$ cat src/design/gtpp_pkg.sv
`default_nettype none
// ----------------------------------------------------------------------------
// gtpp_pkg
// Shared types, codes and sizes of the grammar table pushdown parser.
// ----------------------------------------------------------------------------
package gtpp_pkg;

  localparam int NUM_RULES    = 8;
  localparam int MAX_OPTIONS  = 8;
  localparam int MAX_ELEMENTS = 16;
  localparam int STACK_DEPTH  = 16;
  localparam int SEARCH_LIMIT = 1024;
  localparam int TRY_W        = 11;

  typedef enum logic [1:0] {
    OP_TOKEN     = 2'd0,
    OP_ELEMENT   = 2'd1,
    OP_LENGTH    = 2'd2,
    OP_OPT_COUNT = 2'd3
  } op_t;

  typedef enum logic [2:0] {
    ST_WRITE    = 3'd0,
    ST_MATCH    = 3'd1,
    ST_COMPLETE = 3'd2,
    ST_ERROR    = 3'd3,
    ST_OVERFLOW = 3'd4
  } status_t;

  typedef enum logic [3:0] {
    S_IDLE,
    S_WRITE,
    S_CHECK,
    S_READ,
    S_ELEM,
    S_ADV,
    S_ADV_POP,
    S_ADV_WAIT,
    S_ALT,
    S_ALT_POP,
    S_SETTLE,
    S_RESTART,
    S_DONE
  } state_t;

  // Commands from the controller to the datapath.
  typedef struct packed {
    logic capture;
    logic do_write;
    logic read_elem;
    logic push;
    logic pop;
    logic pos_inc;
    logic opt_inc;
    logic restart;
    logic set_expected;
    logic try_inc;
    logic load_out;
    status_t status;
  } ctrl_cmd_t;

  // Status from the datapath to the controller.
  typedef struct packed {
    op_t  op;
    logic fail;
    logic elem_is_rule;
    logic stack_full;
    logic kind_match;
    logic last_pos;
    logic last_opt;
    logic at_root;
    logic limit_hit;
  } dp_stat_t;

endpackage

`default_nettype wire

$ cat src/design/gtpp_ctrl.sv
`default_nettype none
// ----------------------------------------------------------------------------
// gtpp_ctrl
// Sequencer that applies table writes and walks a token through descent, comparison and popping.
// ----------------------------------------------------------------------------
module gtpp_ctrl (
  input  wire logic                clk,
  input  wire logic                rst,
  input  wire logic                in_fire,
  input  wire logic                out_busy,
  input  wire gtpp_pkg::dp_stat_t  stat,
  output gtpp_pkg::ctrl_cmd_t      cmd,
  output logic                     idle
);
  import gtpp_pkg::*;

  state_t state, state_next;

  always_ff @(posedge clk) begin
    if (rst) state <= S_IDLE;
    else     state <= state_next;
  end

  always_comb begin
    state_next = state;
    cmd = '0;
    cmd.status = ST_WRITE;
    idle = 1'b0;
    unique case (state)
      S_IDLE: begin
        idle = 1'b1;
        if (in_fire) begin
          cmd.capture = 1'b1;
          state_next = S_WRITE;
        end
      end
      S_WRITE: begin
        if (stat.op != OP_TOKEN) begin
          cmd.do_write = 1'b1;
          state_next = S_DONE;
          cmd.status = ST_WRITE;
        end else begin
          state_next = S_CHECK;
        end
      end
      S_CHECK: begin
        if (stat.limit_hit) begin
          cmd.status = ST_ERROR;
          cmd.restart = 1'b1;
          state_next = S_DONE;
        end else if (stat.fail) begin
          cmd.try_inc = 1'b1;
          state_next = S_ALT;
        end else begin
          cmd.read_elem = 1'b1;
          state_next = S_READ;
        end
      end
      S_READ: state_next = S_ELEM;
      S_ELEM: begin
        if (stat.elem_is_rule) begin
          if (stat.stack_full) begin
            cmd.status = ST_OVERFLOW;
            cmd.restart = 1'b1;
            state_next = S_DONE;
          end else begin
            cmd.push = 1'b1;
            state_next = S_SETTLE;
          end
        end else begin
          cmd.set_expected = 1'b1;
          cmd.try_inc = 1'b1;
          state_next = stat.kind_match ? S_ADV : S_ALT;
        end
      end
      S_ADV: begin
        if (stat.last_pos) begin
          if (stat.at_root) begin
            cmd.status = ST_COMPLETE;
            cmd.restart = 1'b1;
            state_next = S_DONE;
          end else begin
            cmd.pop = 1'b1;
            state_next = S_ADV_POP;
          end
        end else begin
          cmd.pos_inc = 1'b1;
          cmd.status = ST_MATCH;
          state_next = S_DONE;
        end
      end
      // The length table read is registered and lags the active rule.
      S_ADV_POP: state_next = S_ADV_WAIT;
      S_ADV_WAIT: state_next = S_ADV;
      S_ALT: begin
        if (stat.last_opt) begin
          if (stat.at_root) begin
            cmd.status = ST_ERROR;
            cmd.restart = 1'b1;
            state_next = S_DONE;
          end else begin
            cmd.pop = 1'b1;
            state_next = S_ALT_POP;
          end
        end else begin
          cmd.opt_inc = 1'b1;
          state_next = S_SETTLE;
        end
      end
      S_ALT_POP: state_next = S_ALT;
      S_SETTLE: state_next = S_CHECK;
      S_RESTART: state_next = S_DONE;
      S_DONE: begin
        if (!out_busy) begin
          cmd.load_out = 1'b1;
          state_next = S_IDLE;
        end
      end
      default: state_next = S_IDLE;
    endcase
  end

endmodule

`default_nettype wire

$ cat config.mk
export PLATFORM = sky130hd
export DESIGN_NAME = gtpp_ctrl
export DESIGN_NICKNAME = d
export VERILOG_FILES = /design/src/design/gtpp_pkg.sv /design/src/design/gtpp_ctrl.sv
export SDC_FILE = /design/constraint.sdc
export NUM_CORES = 1
export LEC_CHECK = 0
export BUFFER_PORTS_ARGS = -buffer_cell sky130_fd_sc_hd__buf_2
export CAP_MARGIN = 10
export CORE_MARGIN = 8
export CORE_UTILIZATION = 41
export CTS_BUF_LIST = sky130_fd_sc_hd__clkbuf_4
export DETAILED_ROUTE_END_ITERATION = 10
export PLACE_DENSITY = 0.82
export REMOVE_ABC_BUFFERS = 1
export SLEW_MARGIN = 30
export SYNTH_ARGS = -nofsm -noshare
export SYNTH_HDL_FRONTEND = slang
export SYNTH_SLANG_ARGS = --single-unit
$ cat constraint.sdc
create_clock -name clk -period 1.25 [get_ports clk]
set_clock_uncertainty 0.15 [all_clocks]
set_input_delay 0.125 -clock clk [delete_from_list [all_inputs] [get_ports clk]]
set_output_delay 0.125 -clock clk [all_outputs]
set_load 0.005 [all_outputs]
==> impl_metrics.json <==
{
  "status": "finished, violations left",
  "violations": "negative setup slack",
  "syn_inst": 75,
  "max_cap_violations": 0,
  "top_regs": "state: 4 flops",
  "hp-start": "stat[4]",
  "final_cell_mix": "28 x buf_2, 22 x buf_4, 5 x inv_1, 5 x a31oi_1, 5 x buf_6",
  "largest_register": "state",
  "drc": 0,
  "synthArstFlopShare": 0,
  "crit_path_cell_trace": "or3b_4 -> nor3b_4 -> a21o_1 -> buf_2",
  "rsz0062_at_grt": "yes",
  "antenna_found_initial": 0,
  "clk_path_buf_depth": 2,
  "hold_class": "input port to flop",
  "tightestPinTransition_ns": 0.3263,
  "hold_violations": 0,
  "fp.dieW_microns": 52.35,
  "slowest_stage": "or3b_4",
  "overflow": 0,
  "layout_commonest_cell": "buf_2",
  "fin_ws_ns": -0.5056,
  "synth_edf_count": 0,
  "numCtsBuffers": 3,
  "path_clk_slew_ns": 0.05,
  "io_buffers": 28,
  "dpl.hpwl_mm": 1.617,
  "synth_cell_types": 44,
  "worst_setup_path_end_kind": "primary output",
  "ys_seq_area_frac": 0.1478,
  "wl_per_cell_microns": 17.08,
  "power.density_nw_per_um2": 1815,
  "antennaDiodeCount": 0,
  "syn2layout_area_growth_pct": 92.15,
  "via_per_inst": 5.774,
  "cp.required_ns": 0.98,
  "grt_pass1_vias": 892,
  "power.total_uw": 1889,
  "gr-usage-all-layers": 0.1853,
  "max_freq_mhz": 569.6,
  "cts_root_buf": "clkbuf_4",
  "crit_type": "flop to primary output",
  "vdd_ir_drop_max_mv": 1.087,
  "synth_area_sq_um": 541.8,
  "crit_path_max_fanout": 5,
  "worst_setup_path_start_kind": "flop",
  "setup_viol": 19,
  "grt_max_degree": 11,
  "clock_latency_ns": 0.27,
  "drt_iter0_drc": 9,
  "dr.pass1.iters": 4,
  "startpoint": "state[0]",
  "rows": 13,
  "final_antenna_net_count": 0,
  "r2r_start": "state[0]",
  "ys_ff_latch": 4,
  "grt_pass1_wl_mm": 3.864,
  "drt_wl_total_mm": 2.494,
  "largest_reg_flops": 4,
  "io_pins": 29,
  "layout-drive-gt1-share": 0.6183,
  "cpPeakStageDelay_ns": 0.44,
  "dp_cells": 130,
  "die_area_sq_um": 2741,
  "htreeDepth": 1,
  "gp_congestion": 0.8621,
  "cp_data_arrival_time_ns": 1.48,
  "yosysWarnings": 0,
  "fin_crit_sh": 1.404,
  "cts.sinks": 4,
  "core_sq_um": 1269,
  "nets": 147,
  "drv_slew": 0,
  "die_y_microns": 52.35,
  "via_count": 843,
  "final_cells": 146,
  "period_minus_slack_ns": 1.756,
  "cts_tree": "done",
  "power.leakage_uw": 0.0005249,
  "slew_headroom": 0.7806,
  "ys.flop_type": "dfxtp_1",
  "initial_core_util": 0.4270,
  "syn_avg_cell_area_sq_um": 7.224
}
## cells by family (layout without fill, tap and decap cells)
group / Yosys count / in the layout / synth area share
buffers and inverters: 10 / 66 / 0.08777
AND/OR/NAND/NOR: 35 / 35 / 0.4135
flip-flops: 4 / 4 / 0.1478
AO/OA/AOI/OAI: 24 / 24 / 0.3118
multiplexers: 2 / 2 / 0.03926
## where the power goes
part	switching (uW)	internal, uW	leakage (uW)
Sequential	67.2	191	0.0000353
Combinational	642	799	0.000476
Clock	81.1	109	0.0000138
## layout make-up
| type | instances | area (sq um) |
|---|---|---|
| Tap cell | 15 | 18.77 |
| Sequential cell | 4 | 92.59 |
| Clock buffer | 3 | 22.52 |
| Fill cell | 82 | 227.7 |
| Inverter | 5 | 18.77 |
| Timing Repair Buffer | 58 | 411.6 |
| Multi-Input combinational cell | 61 | 476.7 |
## what timing repair did
| action | 4_1_cts | 5_1_grt |
|---|---|---|
| resized for setup | 19 | 6 |
| buffers inserted | 10 | 3 |
| hold endpoints to repair | 3 | 0 |
| hold buffers | 1 | 0 |
| setup endpoints to repair | 19 | 19 |
| pin swaps | 12 | 6 |
## metrics by stage
step	hold slack, ns	area, sq um	setup slack (ns)	setup TNS [ns]	utilization
after floorplan	0.04064	513.0	-0.3163	-3.076	-
after global placement	0.1973	799.5	-0.2166	-2.523	0.6302
after detailed placement	0.1965	799.5	-0.2549	-3.069	0.6302
after CTS	0.02868	996.0	-0.4602	-6.645	0.7850
after global routing	0.01013	1041	-0.5721	-8.400	0.8205
final	0.02192	1041	-0.5056	-7.152	0.8205
## Yosys cell counts (all sizes together), types with 2 or more instances
master  number  area share
a31oi        6       0.081
nor2         6       0.046
inv          5       0.035
nand2        5       0.035
o21ai        5       0.046
dfxtp        4        0.15
nor3         4       0.058
a21oi        3       0.035
buf          3       0.032
nand3        3       0.028
nor2b        3       0.035
a21o         2       0.028
clkbuf       2       0.021
nor3b        2       0.037
## worst max-delay path: cells and delay by family (launching register included)
family,cells,cell delay (ns)
buffers and inverters,1,0.10
DFF,1,0.36
and+or+nand+nor,2,0.64
AOI/OAI and AO/OA,1,0.10
## final timing paths
check | slack, ns | to | cells after the start
worst min-delay path | 0.02 | state[0] | 3
worst min register to register | 0.50 | state[3] | 3
worst max-delay path | -0.51 | cmd[0] | 4
worst max register to register | -0.33 | state[2] | 8
## layer usage
layer | up-vias | share of wire | GRT usage
li1 | 393 | - | -
met3 | 10 | 0.056 | 0.05682
met5 | - | 0 | 0
met4 | 0 | 0.040 | 0.1379
met2 | 32 | 0.53 | 0.3439
met1 | 408 | 0.37 | 0.1611
(Power assumes the default switching activity.)
